<file path="src/rtl/core/n2a_pkg.sv">
// ----------------------------------------------------------------------------
// n2a_pkg
// Shared types, constants and color math for the NV21 to ARGB converter.
// ----------------------------------------------------------------------------
package n2a_pkg;

    localparam int MAX_WIDTH  = 4096;
    localparam int MAX_HEIGHT = 4096;

    localparam int PIX_W  = 8;
    localparam int DIM_W  = 13;
    localparam int DEST_W = 24;

    localparam int X_W    = $clog2(MAX_WIDTH);
    localparam int COL_W  = X_W - 1;
    localparam int ROW_W  = $clog2(MAX_HEIGHT);
    localparam int WID_W  = X_W + 1;
    localparam int HGT_W  = ROW_W + 1;

    localparam int MUL_A_W = (X_W > ROW_W) ? X_W : ROW_W;
    localparam int MUL_B_W = (WID_W > HGT_W) ? WID_W : HGT_W;
    localparam int PROD_W  = MUL_A_W + MUL_B_W + 1;

    localparam logic [DIM_W-1:0] RST_WIDTH  = DIM_W'(640);
    localparam logic [DIM_W-1:0] RST_HEIGHT = DIM_W'(480);

    localparam int CFG_IDX_W = 2;

    typedef enum logic [CFG_IDX_W-1:0] {
        CFG_WIDTH  = 2'd0,
        CFG_HEIGHT = 2'd1,
        CFG_ROTATE = 2'd2
    } cfg_index_t;

    // 7-bit fixed-point conversion factors.
    localparam logic signed [17:0] K_RV = 18'sd176;
    localparam logic signed [17:0] K_GV = 18'sd89;
    localparam logic signed [17:0] K_GU = 18'sd43;
    localparam logic signed [17:0] K_BU = 18'sd222;
    localparam logic signed [17:0] C_MID = 18'sd128;

    typedef struct packed {
        logic [WID_W-1:0] width;
        logic [HGT_W-1:0] height;
        logic [COL_W:0]   pairs;
        logic             rotate;
    } geom_t;

    typedef struct packed {
        logic [PIX_W-1:0] y_even;
        logic [PIX_W-1:0] y_odd;
        logic [PIX_W-1:0] v_even;
        logic [PIX_W-1:0] u_even;
        logic [PIX_W-1:0] v_odd;
        logic [PIX_W-1:0] u_odd;
        logic [COL_W-1:0] col;
        logic [ROW_W-1:0] row;
        logic             last;
    } pair_job_t;

    typedef struct packed {
        logic [PIX_W-1:0] r;
        logic [PIX_W-1:0] g;
        logic [PIX_W-1:0] b;
    } rgb_t;

    typedef struct packed {
        rgb_t              even;
        rgb_t              odd;
        logic [DEST_W-1:0] dest_even;
        logic [DEST_W-1:0] dest_odd;
        logic              last;
    } out_item_t;

    // Floor divide by 128 and clamp to 0..255.
    function automatic logic [PIX_W-1:0] clip8(input logic signed [17:0] t);
        logic signed [10:0] q;
        q = t[17:7];
        if (q < 0)
            clip8 = '0;
        else if (q > 11'sd255)
            clip8 = '1;
        else
            clip8 = q[PIX_W-1:0];
    endfunction

    function automatic rgb_t ycc_to_rgb(input logic [PIX_W-1:0] y,
                                        input logic [PIX_W-1:0] v,
                                        input logic [PIX_W-1:0] u);
        logic signed [17:0] yy;
        logic signed [17:0] dv;
        logic signed [17:0] du;
        rgb_t               c;
        yy = $signed({3'b000, y, 7'b0000000});
        dv = $signed({10'd0, v}) - C_MID;
        du = $signed({10'd0, u}) - C_MID;
        c.r = clip8(yy + K_RV * dv);
        c.g = clip8(yy - K_GV * dv - K_GU * du);
        c.b = clip8(yy + K_BU * du);
        ycc_to_rgb = c;
    endfunction

endpackage

</file>
<file path="src/rtl/core/n2a_pixel_if.sv">
// ----------------------------------------------------------------------------
// n2a_pixel_if
// Input channel: one NV21 pixel pair per request.
// ----------------------------------------------------------------------------
interface n2a_pixel_if import n2a_pkg::*; ();
    logic             valid;
    logic             ready;
    logic [PIX_W-1:0] luma_even;
    logic [PIX_W-1:0] luma_odd;
    logic [PIX_W-1:0] chroma_v;
    logic [PIX_W-1:0] chroma_u;

    modport source (output valid, luma_even, luma_odd, chroma_v, chroma_u, input ready);
    modport sink (input valid, luma_even, luma_odd, chroma_v, chroma_u, output ready);
endinterface

</file>
<file path="src/rtl/core/n2a_result_if.sv">
// ----------------------------------------------------------------------------
// n2a_result_if
// Output channel: two RGB pixels with their destination indices per request.
// ----------------------------------------------------------------------------
interface n2a_result_if import n2a_pkg::*; ();
    logic              valid;
    logic              ready;
    logic [PIX_W-1:0]  red_even;
    logic [PIX_W-1:0]  green_even;
    logic [PIX_W-1:0]  blue_even;
    logic [PIX_W-1:0]  red_odd;
    logic [PIX_W-1:0]  green_odd;
    logic [PIX_W-1:0]  blue_odd;
    logic [DEST_W-1:0] dest_even;
    logic [DEST_W-1:0] dest_odd;
    logic              last_of_run;

    modport source (output valid, red_even, green_even, blue_even, red_odd, green_odd,
                    blue_odd, dest_even, dest_odd, last_of_run, input ready);
    modport sink (input valid, red_even, green_even, blue_even, red_odd, green_odd,
                  blue_odd, dest_even, dest_odd, last_of_run, output ready);
endinterface

</file>
<file path="src/rtl/core/n2a_cfg_if.sv">
// ----------------------------------------------------------------------------
// n2a_cfg_if
// Configuration write channel: register index and write data.
// ----------------------------------------------------------------------------
interface n2a_cfg_if import n2a_pkg::*; ();
    logic                 valid;
    logic                 ready;
    logic [CFG_IDX_W-1:0] index;
    logic [DIM_W-1:0]     data;

    modport source (output valid, index, data, input ready);
    modport sink (input valid, index, data, output ready);
endinterface

</file>
<file path="src/rtl/core/nv21_to_argb_converter.sv">
// ----------------------------------------------------------------------------
// nv21_to_argb_converter
// A pair's result passes the job queue and then the output register after the
// request that releases it (the next pair of its row, or its own request at
// a row's end). Throughput: one pair per cycle while the output is not stalled;
// intake pauses after a row's last pair, as the single converter has two queued.
// Reset: rst_n clears the stream position and sets 640x480, no rotation.
// ----------------------------------------------------------------------------
module nv21_to_argb_converter import n2a_pkg::*;
(
    input  logic          clk,
    input  logic          rst_n,
    n2a_pixel_if.sink     pixel,
    n2a_result_if.source  result,
    n2a_cfg_if.sink       cfg
);

    logic [DIM_W-1:0] width_reg, width_next;
    logic [DIM_W-1:0] height_reg, height_next;
    logic             rotate_reg, rotate_next;

    geom_t            geom;
    logic [DIM_W-1:0] w_even;
    pair_job_t        job;
    logic             job_valid;
    logic             job_pop;

    assign cfg.ready = 1'b1;

    always_comb
    begin
        width_next  = width_reg;
        height_next = height_reg;
        rotate_next = rotate_reg;
        if (cfg.valid)
        begin
            case (cfg.index)
                CFG_WIDTH:  width_next  = cfg.data;
                CFG_HEIGHT: height_next = cfg.data;
                CFG_ROTATE: rotate_next = cfg.data[0];
                default:    ;
            endcase
        end
    end

    always_ff @(posedge clk or negedge rst_n)
    begin
        if (!rst_n)
        begin
            width_reg  <= RST_WIDTH;
            height_reg <= RST_HEIGHT;
            rotate_reg <= 1'b0;
        end
        else
        begin
            width_reg  <= width_next;
            height_reg <= height_next;
            rotate_reg <= rotate_next;
        end
    end

    // Width is rounded down to even and held to 2..MAX_WIDTH; height to 1..MAX_HEIGHT.
    always_comb
    begin
        w_even = {width_reg[DIM_W-1:1], 1'b0};
        if (w_even < DIM_W'(2))
            geom.width = WID_W'(2);
        else if ({1'b0, w_even} > (DIM_W+1)'(MAX_WIDTH))
            geom.width = WID_W'(MAX_WIDTH & ~1);
        else
            geom.width = WID_W'(w_even);

        if (height_reg == '0)
            geom.height = HGT_W'(1);
        else if ({1'b0, height_reg} > (DIM_W+1)'(MAX_HEIGHT))
            geom.height = HGT_W'(MAX_HEIGHT);
        else
            geom.height = HGT_W'(height_reg);

        geom.pairs  = geom.width[WID_W-1:1];
        geom.rotate = rotate_reg;
    end

    n2a_pair_tracker u_tracker
    (
        .clk       (clk),
        .rst_n     (rst_n),
        .pixel     (pixel),
        .geom      (geom),
        .job       (job),
        .job_valid (job_valid),
        .job_pop   (job_pop)
    );

    n2a_pixel_convert u_convert
    (
        .clk       (clk),
        .rst_n     (rst_n),
        .job       (job),
        .job_valid (job_valid),
        .job_pop   (job_pop),
        .geom      (geom),
        .result    (result)
    );

endmodule

</file>
<file path="src/rtl/core/n2a_pair_tracker.sv">
// ----------------------------------------------------------------------------
// n2a_pair_tracker
// Tracks the stream position, holds one pair back and queues up to two
// pair jobs for the color converter.
// ----------------------------------------------------------------------------
module n2a_pair_tracker import n2a_pkg::*;
(
    input  logic              clk,
    input  logic              rst_n,
    n2a_pixel_if.sink         pixel,
    input  geom_t             geom,
    output pair_job_t         job,
    output logic              job_valid,
    input  logic              job_pop
);

    logic [PIX_W-1:0] pend_ye_reg, pend_ye_next;
    logic [PIX_W-1:0] pend_yo_reg, pend_yo_next;
    logic [PIX_W-1:0] pend_v_reg, pend_v_next;
    logic [PIX_W-1:0] pend_u_reg, pend_u_next;
    logic [PIX_W-1:0] prev_v_reg, prev_v_next;
    logic             pend_valid_reg, pend_valid_next;
    logic [COL_W-1:0] col_reg, col_next;
    logic [ROW_W-1:0] row_reg, row_next;
    logic [1:0]       cnt_reg, cnt_next;
    pair_job_t        slot_a_reg, slot_a_next;
    pair_job_t        slot_b_reg, slot_b_next;

    logic             accept;
    logic [ROW_W-1:0] row_eff;
    logic [COL_W:0]   col_inc;
    logic [HGT_W-1:0] row_inc;
    logic             is_last;
    logic [PIX_W-1:0] pv;
    logic [PIX_W:0]   sum_prev_v;
    logic [PIX_W:0]   sum_next_u;
    logic [PIX_W:0]   sum_new_v;
    pair_job_t        job_old;
    pair_job_t        job_new;

    assign pixel.ready = (cnt_reg == 2'd0) || ((cnt_reg == 2'd1) && job_pop);
    assign accept      = pixel.valid && pixel.ready;
    assign job         = slot_a_reg;
    assign job_valid   = (cnt_reg != 2'd0);

    always_comb
    begin
        // A row left past the height by a configuration change restarts at 0.
        row_eff    = ({1'b0, row_reg} >= geom.height) ? '0 : row_reg;
        col_inc    = {1'b0, col_reg} + 1'b1;
        row_inc    = {1'b0, row_eff} + 1'b1;
        is_last    = (col_inc >= geom.pairs);
        pv         = pend_valid_reg ? pend_v_reg : pixel.chroma_v;
        sum_prev_v = {1'b0, prev_v_reg} + {1'b0, pend_v_reg};
        sum_next_u = {1'b0, pend_u_reg} + {1'b0, pixel.chroma_u};
        sum_new_v  = {1'b0, pv} + {1'b0, pixel.chroma_v};

        job_old.y_even = pend_ye_reg;
        job_old.y_odd  = pend_yo_reg;
        job_old.v_even = sum_prev_v[PIX_W:1];
        job_old.u_even = pend_u_reg;
        job_old.v_odd  = pend_v_reg;
        job_old.u_odd  = sum_next_u[PIX_W:1];
        job_old.col    = col_reg - 1'b1;
        job_old.row    = row_eff;
        job_old.last   = !is_last;

        // The last pair of a row has no next U: its own U is repeated.
        job_new.y_even = pixel.luma_even;
        job_new.y_odd  = pixel.luma_odd;
        job_new.v_even = sum_new_v[PIX_W:1];
        job_new.u_even = pixel.chroma_u;
        job_new.v_odd  = pixel.chroma_v;
        job_new.u_odd  = pixel.chroma_u;
        job_new.col    = col_reg;
        job_new.row    = row_eff;
        job_new.last   = 1'b1;
    end

    always_comb
    begin
        pend_ye_next    = pend_ye_reg;
        pend_yo_next    = pend_yo_reg;
        pend_v_next     = pend_v_reg;
        pend_u_next     = pend_u_reg;
        prev_v_next     = prev_v_reg;
        pend_valid_next = pend_valid_reg;
        col_next        = col_reg;
        row_next        = row_reg;
        cnt_next        = cnt_reg;
        slot_a_next     = slot_a_reg;
        slot_b_next     = slot_b_reg;

        if (job_pop)
        begin
            slot_a_next = slot_b_reg;
            cnt_next    = cnt_reg - 1'b1;
        end

        if (accept)
        begin
            if (pend_valid_reg && is_last)
            begin
                slot_a_next = job_old;
                slot_b_next = job_new;
                cnt_next    = 2'd2;
            end
            else if (pend_valid_reg)
            begin
                slot_a_next = job_old;
                cnt_next    = 2'd1;
            end
            else if (is_last)
            begin
                slot_a_next = job_new;
                cnt_next    = 2'd1;
            end
            else
            begin
                cnt_next = 2'd0;
            end

            if (is_last)
            begin
                pend_valid_next = 1'b0;
                col_next        = '0;
                row_next        = (row_inc >= geom.height) ? '0 : row_inc[ROW_W-1:0];
            end
            else
            begin
                prev_v_next     = pv;
                pend_ye_next    = pixel.luma_even;
                pend_yo_next    = pixel.luma_odd;
                pend_v_next     = pixel.chroma_v;
                pend_u_next     = pixel.chroma_u;
                pend_valid_next = 1'b1;
                col_next        = col_inc[COL_W-1:0];
                row_next        = row_eff;
            end
        end
    end

    always_ff @(posedge clk or negedge rst_n)
    begin
        if (!rst_n)
        begin
            pend_valid_reg <= 1'b0;
            col_reg        <= '0;
            row_reg        <= '0;
            cnt_reg        <= 2'd0;
        end
        else
        begin
            pend_valid_reg <= pend_valid_next;
            col_reg        <= col_next;
            row_reg        <= row_next;
            cnt_reg        <= cnt_next;
        end
    end

    always_ff @(posedge clk)
    begin
        pend_ye_reg <= pend_ye_next;
        pend_yo_reg <= pend_yo_next;
        pend_v_reg  <= pend_v_next;
        pend_u_reg  <= pend_u_next;
        prev_v_reg  <= prev_v_next;
        slot_a_reg  <= slot_a_next;
        slot_b_reg  <= slot_b_next;
    end

endmodule

</file>
<file path="src/rtl/core/n2a_pixel_convert.sv">
// ----------------------------------------------------------------------------
// n2a_pixel_convert
// Converts one pair job to two RGB pixels and their destination indices
// and holds the result in the output register.
// ----------------------------------------------------------------------------
module n2a_pixel_convert import n2a_pkg::*;
(
    input  logic              clk,
    input  logic              rst_n,
    input  pair_job_t         job,
    input  logic              job_valid,
    output logic              job_pop,
    input  geom_t             geom,
    n2a_result_if.source      result
);

    logic             out_valid_reg, out_valid_next;
    out_item_t        res_reg, res_next;

    logic [X_W-1:0]     x;
    logic [MUL_A_W-1:0] op_a;
    logic [MUL_B_W-1:0] op_b;
    logic [PROD_W-1:0]  prod;
    logic [PROD_W-1:0]  offs;
    logic [PROD_W-1:0]  dest_e;
    logic [PROD_W-1:0]  dest_o;
    logic [HGT_W-1:0]   flip_row;

    assign job_pop = job_valid && (!out_valid_reg || result.ready);

    always_comb
    begin
        x        = {job.col, 1'b0};
        // The row was below the height when the job was queued, so this wraps only if the height has shrunk since.
        flip_row = geom.height - 1'b1 - HGT_W'(job.row);
        op_a     = geom.rotate ? MUL_A_W'(x) : MUL_A_W'(job.row);
        op_b     = geom.rotate ? MUL_B_W'(geom.height) : MUL_B_W'(geom.width);
        prod     = PROD_W'(op_a) * PROD_W'(op_b);
        offs     = geom.rotate ? PROD_W'(flip_row) : PROD_W'(x);
        dest_e   = prod + offs;
        dest_o   = dest_e + (geom.rotate ? PROD_W'(geom.height) : PROD_W'(1));

        res_next           = res_reg;
        out_valid_next     = out_valid_reg;
        if (job_pop)
        begin
            res_next.even      = ycc_to_rgb(job.y_even, job.v_even, job.u_even);
            res_next.odd       = ycc_to_rgb(job.y_odd, job.v_odd, job.u_odd);
            res_next.dest_even = dest_e[DEST_W-1:0];
            res_next.dest_odd  = dest_o[DEST_W-1:0];
            res_next.last      = job.last;
            out_valid_next     = 1'b1;
        end
        else if (result.ready)
        begin
            out_valid_next = 1'b0;
        end
    end

    always_ff @(posedge clk or negedge rst_n)
    begin
        if (!rst_n)
            out_valid_reg <= 1'b0;
        else
            out_valid_reg <= out_valid_next;
    end

    always_ff @(posedge clk)
    begin
        res_reg <= res_next;
    end

    assign result.valid       = out_valid_reg;
    assign result.red_even    = res_reg.even.r;
    assign result.green_even  = res_reg.even.g;
    assign result.blue_even   = res_reg.even.b;
    assign result.red_odd     = res_reg.odd.r;
    assign result.green_odd   = res_reg.odd.g;
    assign result.blue_odd    = res_reg.odd.b;
    assign result.dest_even   = res_reg.dest_even;
    assign result.dest_odd    = res_reg.dest_odd;
    assign result.last_of_run = res_reg.last;

endmodule
</file>
<file path="src/flat_wrapper.sv">
// flat-port wrapper written by rule: the top's interface ports become plain ports
module nv21_to_argb_converter_flat import n2a_pkg::*;
  (clk, rst_n, pixel_valid, pixel_luma_even, pixel_luma_odd, pixel_chroma_v, pixel_chroma_u, pixel_ready, result_valid, result_red_even, result_green_even, result_blue_even, result_red_odd, result_green_odd, result_blue_odd, result_dest_even, result_dest_odd, result_last_of_run, result_ready, cfg_valid, cfg_index, cfg_data, cfg_ready);
  n2a_pixel_if pixel_i ();
  n2a_result_if result_i ();
  n2a_cfg_if cfg_i ();
  input  logic clk;
  input  logic rst_n;
  input wire logic [$bits(pixel_i.valid)-1:0] pixel_valid;
  input wire logic [$bits(pixel_i.luma_even)-1:0] pixel_luma_even;
  input wire logic [$bits(pixel_i.luma_odd)-1:0] pixel_luma_odd;
  input wire logic [$bits(pixel_i.chroma_v)-1:0] pixel_chroma_v;
  input wire logic [$bits(pixel_i.chroma_u)-1:0] pixel_chroma_u;
  output wire logic [$bits(pixel_i.ready)-1:0] pixel_ready;
  output wire logic [$bits(result_i.valid)-1:0] result_valid;
  output wire logic [$bits(result_i.red_even)-1:0] result_red_even;
  output wire logic [$bits(result_i.green_even)-1:0] result_green_even;
  output wire logic [$bits(result_i.blue_even)-1:0] result_blue_even;
  output wire logic [$bits(result_i.red_odd)-1:0] result_red_odd;
  output wire logic [$bits(result_i.green_odd)-1:0] result_green_odd;
  output wire logic [$bits(result_i.blue_odd)-1:0] result_blue_odd;
  output wire logic [$bits(result_i.dest_even)-1:0] result_dest_even;
  output wire logic [$bits(result_i.dest_odd)-1:0] result_dest_odd;
  output wire logic [$bits(result_i.last_of_run)-1:0] result_last_of_run;
  input wire logic [$bits(result_i.ready)-1:0] result_ready;
  input wire logic [$bits(cfg_i.valid)-1:0] cfg_valid;
  input wire logic [$bits(cfg_i.index)-1:0] cfg_index;
  input wire logic [$bits(cfg_i.data)-1:0] cfg_data;
  output wire logic [$bits(cfg_i.ready)-1:0] cfg_ready;
  assign pixel_i.valid = pixel_valid;
  assign pixel_i.luma_even = pixel_luma_even;
  assign pixel_i.luma_odd = pixel_luma_odd;
  assign pixel_i.chroma_v = pixel_chroma_v;
  assign pixel_i.chroma_u = pixel_chroma_u;
  assign pixel_ready = pixel_i.ready;
  assign result_valid = result_i.valid;
  assign result_red_even = result_i.red_even;
  assign result_green_even = result_i.green_even;
  assign result_blue_even = result_i.blue_even;
  assign result_red_odd = result_i.red_odd;
  assign result_green_odd = result_i.green_odd;
  assign result_blue_odd = result_i.blue_odd;
  assign result_dest_even = result_i.dest_even;
  assign result_dest_odd = result_i.dest_odd;
  assign result_last_of_run = result_i.last_of_run;
  assign result_i.ready = result_ready;
  assign cfg_i.valid = cfg_valid;
  assign cfg_i.index = cfg_index;
  assign cfg_i.data = cfg_data;
  assign cfg_ready = cfg_i.ready;
  nv21_to_argb_converter u_core (.clk(clk), .rst_n(rst_n), .pixel(pixel_i), .result(result_i), .cfg(cfg_i));
endmodule
</file>
<file path="config.mk">
export PLATFORM = sky130hd
export DESIGN_NAME = nv21_to_argb_converter_flat
export DESIGN_NICKNAME = d
export VERILOG_FILES = /design/src/rtl/core/n2a_pkg.sv /design/src/rtl/core/n2a_pixel_if.sv /design/src/rtl/core/n2a_result_if.sv /design/src/rtl/core/n2a_cfg_if.sv /design/src/rtl/core/nv21_to_argb_converter.sv /design/src/rtl/core/n2a_pair_tracker.sv /design/src/rtl/core/n2a_pixel_convert.sv /design/src/flat_wrapper.sv
export SDC_FILE = /design/constraint.sdc
export NUM_CORES = 2
export LEC_CHECK = 0
export BUFFER_PORTS_ARGS = -buffer_cell sky130_fd_sc_hd__buf_2
export CAP_MARGIN = 5
export CORE_MARGIN = 2
export CORE_UTILIZATION = 50
export DETAILED_ROUTE_END_ITERATION = 8
export GPL_ROUTABILITY_DRIVEN = 0
export PLACE_DENSITY_LB_ADDON = 0.15
export SYNTH_ARGS = -nofsm -noshare
export SYNTH_HDL_FRONTEND = slang
export SYNTH_SLANG_ARGS = --single-unit
</file>
<file path="constraint.sdc">
create_clock -name clk -period 8.05 [get_ports clk]
set_clock_uncertainty 0.15 [all_clocks]
set_input_delay 0.805 -clock clk [delete_from_list [all_inputs] [get_ports clk]]
set_output_delay 0.805 -clock clk [all_outputs]
set_load 0.1 [all_outputs]
</file>
## Word-level counts from Yosys, hierarchy flattened

Index checks and enable logic that the tools add are counted.

| word-level totals | value |
|---|---|
| bits of input ports | 52 |
| bits in registers | 326 |
| logic and storage cells | 143 |

| operators by class | value |
|---|---|
| order comparisons | 18 |
| add/subtract/negate cells | 23 |
| $mul | 9 |
| equality and inequality tests | 3 |
| reduce and logical (&&, ||, !) cells | 19 |
| multiplexer cells | 32 |
| bitwise gates (word level) | 1 |

Operator list:

| kind | number |
|---|---|
| $mux W72 | 5 |
| $mux W13 | 7 |
| $add A16 B18 Y18 | 4 |
| $mul A8 B9 Y17 const A | 4 |
| $gt A11 B9 Y1 const B | 6 |
| $lt A11 B1 Y1 const B | 6 |
| $mux W8 | 7 |
| $add A24 B13 Y24 | 2 |
| $mux W12 | 4 |
| $sub A16 B17 Y18 | 2 |
| $sub A18 B16 Y18 | 2 |
| $sub A8 B8 Y9 const B | 4 |
| $mul A7 B9 Y16 const A | 2 |
| $mul A5 B9 Y14 const A | 2 |
| $add A8 B8 Y9 | 3 |
| $gt A13 B13 Y1 const B | 2 |
| $mul A12 B13 Y24 | 1 |
| $add A12 B1 Y13 const B | 1 |
| $ge A12 B13 Y1 | 1 |
| $ge A13 B13 Y1 | 1 |
| $logic_not A13 Y1 | 1 |
| $lt A13 B2 Y1 const B | 1 |
| $sub A13 B1 Y13 const B | 1 |
| $sub A13 B12 Y13 | 1 |
| 16 further kinds | 35 |

## Depth between registers and ports, before layout

| logic depth | value |
|---|---|
| word-level depth | 9 |
| mapped depth | 35 |
| gate-level depth less buffers | 35 |

## Modules after synthesis

From an unflattened synthesis, not the netlist that was laid out.

| second synthesis, totals | value |
|---|---|
| cell total of the unflattened synthesis | 3,349 |
| area, all modules | 33,113.0 µm² |

Modules (own cells, without submodules):

| module | times used | cells an instance | area each (µm²) |
|---|---|---|---|
| n2a_pixel_convert | 1 | 2,263 | 21,440.6 |
| n2a_pair_tracker | 1 | 990 | 10,420.0 |
| nv21_to_argb_converter | 1 | 96 | 1,252.5 |

## Worst setup path after synthesis

OpenSTA, ideal clock, no wires.

| timing path | value |
|---|---|
| kind | register -> register |
| start point | register u_core.height_reg[10] |
| end point | register u_core.u_convert.res_reg (netlist bit u_core.u_convert.result.dest_odd[23]) (data pin) |
| data arrival time | 7.553 ns |
| setup slack | 0.079 ns |
| setup time | 0.267 ns |
| path buffers | 0 |
| cell stages (with the launch flop) | 32 |
| clock period less this slack | 7.971 ns |
| cells stage by stage | dfrtp_1 > nor4_1 > a31oi_1 > nor2_1 > ha_1 > inv_1 > fa_1 > nor2b_1 > o21ai_0 > nand2b_1 > a21oi_1 > maj3_1 > o21a_1 > o21ai_0 > a2111oi_0 > a2111oi_0 > fa_1 > inv_1 > fa_1 > fa_1 > inv_1 > fa_1 > inv_1 > ha_1 > nand2_1 > and3_1 > a211o_1 > or3_1 > a31oi_1 > xnor2_1 > nor4_2 > xor2_1 |

| between the ends | value |
|---|---|
| cells in the longest elaborated chain, start to end | 8 |

RTL lines:

| item | RTL line | text |
|---|---|---|
| start: declaration | nv21_to_argb_converter.sv:19 | `logic [DIM_W-1:0] height_reg, height_next;` |
| start signal: assignment | nv21_to_argb_converter.sv:57 | `height_reg <= height_next;` |
| $gt A13 B13 Y1 | nv21_to_argb_converter.sv:75 | `else if ({1'b0, height_reg} > (DIM_W+1)'(MAX_HEIGHT))` |
| $mux W13 | nv21_to_argb_converter.sv:75 |  |
| $mux W13 (*) | nv21_to_argb_converter.sv:73 | `if (height_reg == '0)` |
| branches (longest 4 deep; another with $mul A12 B13 Y24) | n/a |  |
| $add A24 B13 Y24 (*) | n2a_pixel_convert.sv:41 | `dest_o = dest_e + (geom.rotate ? PROD_W'(geom.height) : PROD_W'(1));` |
| via u_core.u_convert.dest_o[23] | n2a_pixel_convert.sv:26 | `logic [PROD_W-1:0] dest_o;` |
| end signal: assignment | n2a_pixel_convert.sv:70 | `res_reg <= res_next;` |
| end: declaration | n2a_pixel_convert.sv:18 | `out_item_t res_reg, res_next;` |

Mark *: on every way through the listed nets, which the timed path passes.
A chain may end at the register's enable or synchronous reset.

## Final worst setup path

Ends and elaborated chain as after synthesis.

==> flow_summary_export.csv <==
group,metric,value,unit
status,run_status,"complete, no violations",
routing,detailroute.via_count,25100,
synthesis,postSynth.asyncResetShare,0.163,
placed_design,placed_cell_area,35200,µm²
timing,max_slew_violation_count,0,
critical_path,crit_arrival,8.16,ns
cells_and_area,final_net_count,4435,
critical_path,timing.critical_path.mode_cell,"sky130_fd_sc_hd__fa_1",
timing,timing_hold_violations_final,0,
routing,final_antenna_net_count,0,
cells_and_area,final.fill_count,5590,
timing,maxSlewHeadroom,0.311,
clocking,cts.hold.buffers_added,0,
cells_and_area,area_growth_syn_to_layout,13.8,%
cells_and_area,final_core_utilization,0.577,
grt,first_pass_grt_wire_length,138000,µm
critical_path,cp_max_fo,4,
synthesis,synth_seq_cells,325,
timing,setup_viol,0,
timing,max_slew.worst_pin.slew,1.03,ns
timing,maxClockFrequency,0.125,GHz
cells_and_area,largest_reg_flops,72,
routing,detail_route.vias_per_cell,5.54,
grt,first_global_vias,26500,
synthesis,yosysUniqueCellTypes,81,
critical_path,worstSetupEndpointType,"register",
die,chipWidth,260,µm
synthesis,synth_area_leader_cell,"sky130_fd_sc_hd__edfxtp_1",
die,dieArea,67700,µm²
routing,drt_iter0_drc,1522,
routing,first_pass_iters,5,
clocking,cts_root_buf,"sky130_fd_sc_hd__clkbuf_16",
critical_path,worst_path_required,8.21,ns
synthesis,synth_fp_nets,4187,
placed_design,cell_count_after_placement,4423,
clocking,cts-root-to-sink-buffers,3,
critical_path,timing.critical_path.max_delay_family,"adder cells",
die,pin_count,152,
critical_path,critical_path.n_buffers_inverters,5,
hold_path,hold_class,"primary input to asynchronous set/reset pin",
synthesis,yosysWarnings,0,
grt,antenna_found_initial,6,
die,fp.coreArea,64700,µm²
die,start_util,0.507,
synthesis,yosys-top-cells-count,"577 x sky130_fd_sc_hd__inv_1, 443 x sky130_fd_sc_hd__ha_1, 353 x sky130_fd_sc_hd__nand2_1, 294 x sky130_fd_sc_hd__fa_1, 200 x sky130_fd_sc_hd__edfxtp_1",
synthesis,ys_seq_area_frac,0.267,
placed_design,place.port_buffers,150,
cells_and_area,final_cells,4536,
grt,grt_start_max_net_pins,84,
timing,period_needed,8.00,ns
routing,route.detailed.drc,0,
die,dieHeight,260,µm
cells_and_area,final_cell_area,37400,µm²
clocking,cts_made_buffers,39,
die,rows,93,
critical_path,startpoint_type,"register",
placed_design,final_hpwl_from_detailed_placement,66000,µm
clocking,insertion_delay,0.60,ns
routing,dr_wl_cell,18.8,µm
clocking,clk_pin_slew,0.06,ns
synthesis,synth_enable_flop_cells,200,
critical_path,critical_path.slowest_cell,"sky130_fd_sc_hd__fa_1",
synthesis,syn-instance-count,3398,
critical_path,crit_type,"register to register",
synthesis,synth_ff_type,"sky130_fd_sc_hd__edfxtp_1",
timing,rsz0062_at_grt,"yes",
timing,finalHoldWorstSlack,0.186,ns
synthesis,synth.top_cells.by_area,"sky130_fd_sc_hd__edfxtp_1 18%, sky130_fd_sc_hd__fa_1 18%, sky130_fd_sc_hd__ha_1 17%",
clocking,cts_tree,"done",
clocking,numClockSinks,325,
synthesis,synth.cell_area,32800,µm²
synthesis,most_numerous_cell_in_the_yosys_netlist,"sky130_fd_sc_hd__inv_1",
critical_path,cpPeakStageDelay,0.51,ns
cells_and_area,drive_gt1_frac,0.142,
synthesis,synthDominantCellAreaShare,0.183,
clocking,cts_h_tree_lvls,2,
synthesis,syn_avg_cell_area,9.66,µm²
job,max_cap_violations,0,
grt,globalRoute.totalOverflow,0,
grt,global_route_usage_sum,0.255,
routing,finalWirelength,85300,µm
timing,fraction_of_the_cycle_the_final_worst_path_needs,0.994,
[final cells by class]
class	count	area, µm²	area share
Antenna cell	4	10.0	0.000268
Clock buffer	61	1090	0.0292
Clock inverter	11	176	0.00472
Inverter	580	2180	0.0584
Multi-Input combinational cell	2407	22200	0.594
Sequential cell	325	8780	0.235
Tap cell	855	1070	0.0286
Timing Repair Buffer	293	1860	0.0497
[final timing paths]
check / startpoint / to / slack (ns) / depth (start not counted)
min in group clk: pixel_luma_even[6] / u_core.u_tracker.pend_ye_reg[6]$_DFFE_PP_ / 0.26 / 1
setup / recovery: u_core.height_reg[10]$_DFFE_PN0P_ / u_core.u_convert.result.dest_odd[23]$_DFFE_PP_ / 0.05 / 33
setup reg to reg: u_core.height_reg[10]$_DFFE_PN0P_ / u_core.u_convert.result.dest_odd[23]$_DFFE_PP_ / 0.05 / 33
hold / removal: rst_n / u_core.width_reg[11]$_DFFE_PN0P_ / 0.19 / 2
max in group asynchronous: rst_n / u_core.u_convert.result.valid$_DFFE_PN0P_ / 7.05 / 2
hold reg to reg: u_core.u_tracker.job[0]$_DFF_P_ / u_core.u_convert.result.last_of_run$_DFFE_PP_ / 0.29 / 0
[cell usage in the layout (no fill, tap or decap), types with 118 or more instances in the layout]
cell                         n
sky130_fd_sc_hd__ha_1      435
sky130_fd_sc_hd__a21oi_1   136
sky130_fd_sc_hd__xnor2_1   118
sky130_fd_sc_hd__buf_4     134
sky130_fd_sc_hd__nand2_1   350
sky130_fd_sc_hd__edfxtp_1  200
sky130_fd_sc_hd__fa_1      293
sky130_fd_sc_hd__buf_2     150
sky130_fd_sc_hd__nor2_1    151
sky130_fd_sc_hd__inv_1     565
[per-layer routing]
metal,GRT usage,part of all wire,up-vias
met5,0,0.00014,-
met4,0.0792,0.031,2
met3,0.0349,0.050,176
met2,0.449,0.50,611
met1,0.325,0.42,12400
li1,-,-,11900
[worst register-to-register path, delay by kind of cell, from the launching register on]
kind | cells | cell delay, ns
muxes | 1 | 0.28
AOI/OAI and AO/OA | 8 | 1.27
and+or+nand+nor | 8 | 1.75
xor gates and xnor gates | 3 | 0.27
adders and majority gates | 8 | 3.14
buffers and inverters | 5 | 0.42
DFF | 1 | 0.40
[stage by stage]
stage / setup slack [ns] / setup TNS, ns
2_1_floorplan: 0.0793 / 0
3_3_place_gp: -0.511 / -4.41
3_5_place_dp: -0.534 / -4.65
4_1_cts: 0.00958 / 0
5_1_grt: -0.275 / -1.70
6_report: 0.0498 / 0
[logic make-up after synthesis]
| kind of cell | count (synthesis) | share of synthesized area |
|---|---|---|
| and+or+nand+nor | 799 | 0.111 |
| adders and majority gates | 739 | 0.349 |
| buffers and inverters | 666 | 0.0763 |
| AOI/OAI and AO/OA | 621 | 0.126 |
| DFF | 325 | 0.267 |
| xor gates and xnor gates | 189 | 0.0506 |
| muxes | 57 | 0.0189 |
| other | 2 | 0.000229 |
[what timing repair did]
action | 4_1_cts | 5_1_grt
resized for setup | 29 | 96
pin swaps | 20 | 67
buffers inserted | 29 | 11
setup endpoints to repair | 17 | 15
cloned | 0 | 0
Power is left out: the tool's default activity adds up to more than one toggle a clock period on the data nets, which glitch-free logic cannot reach.
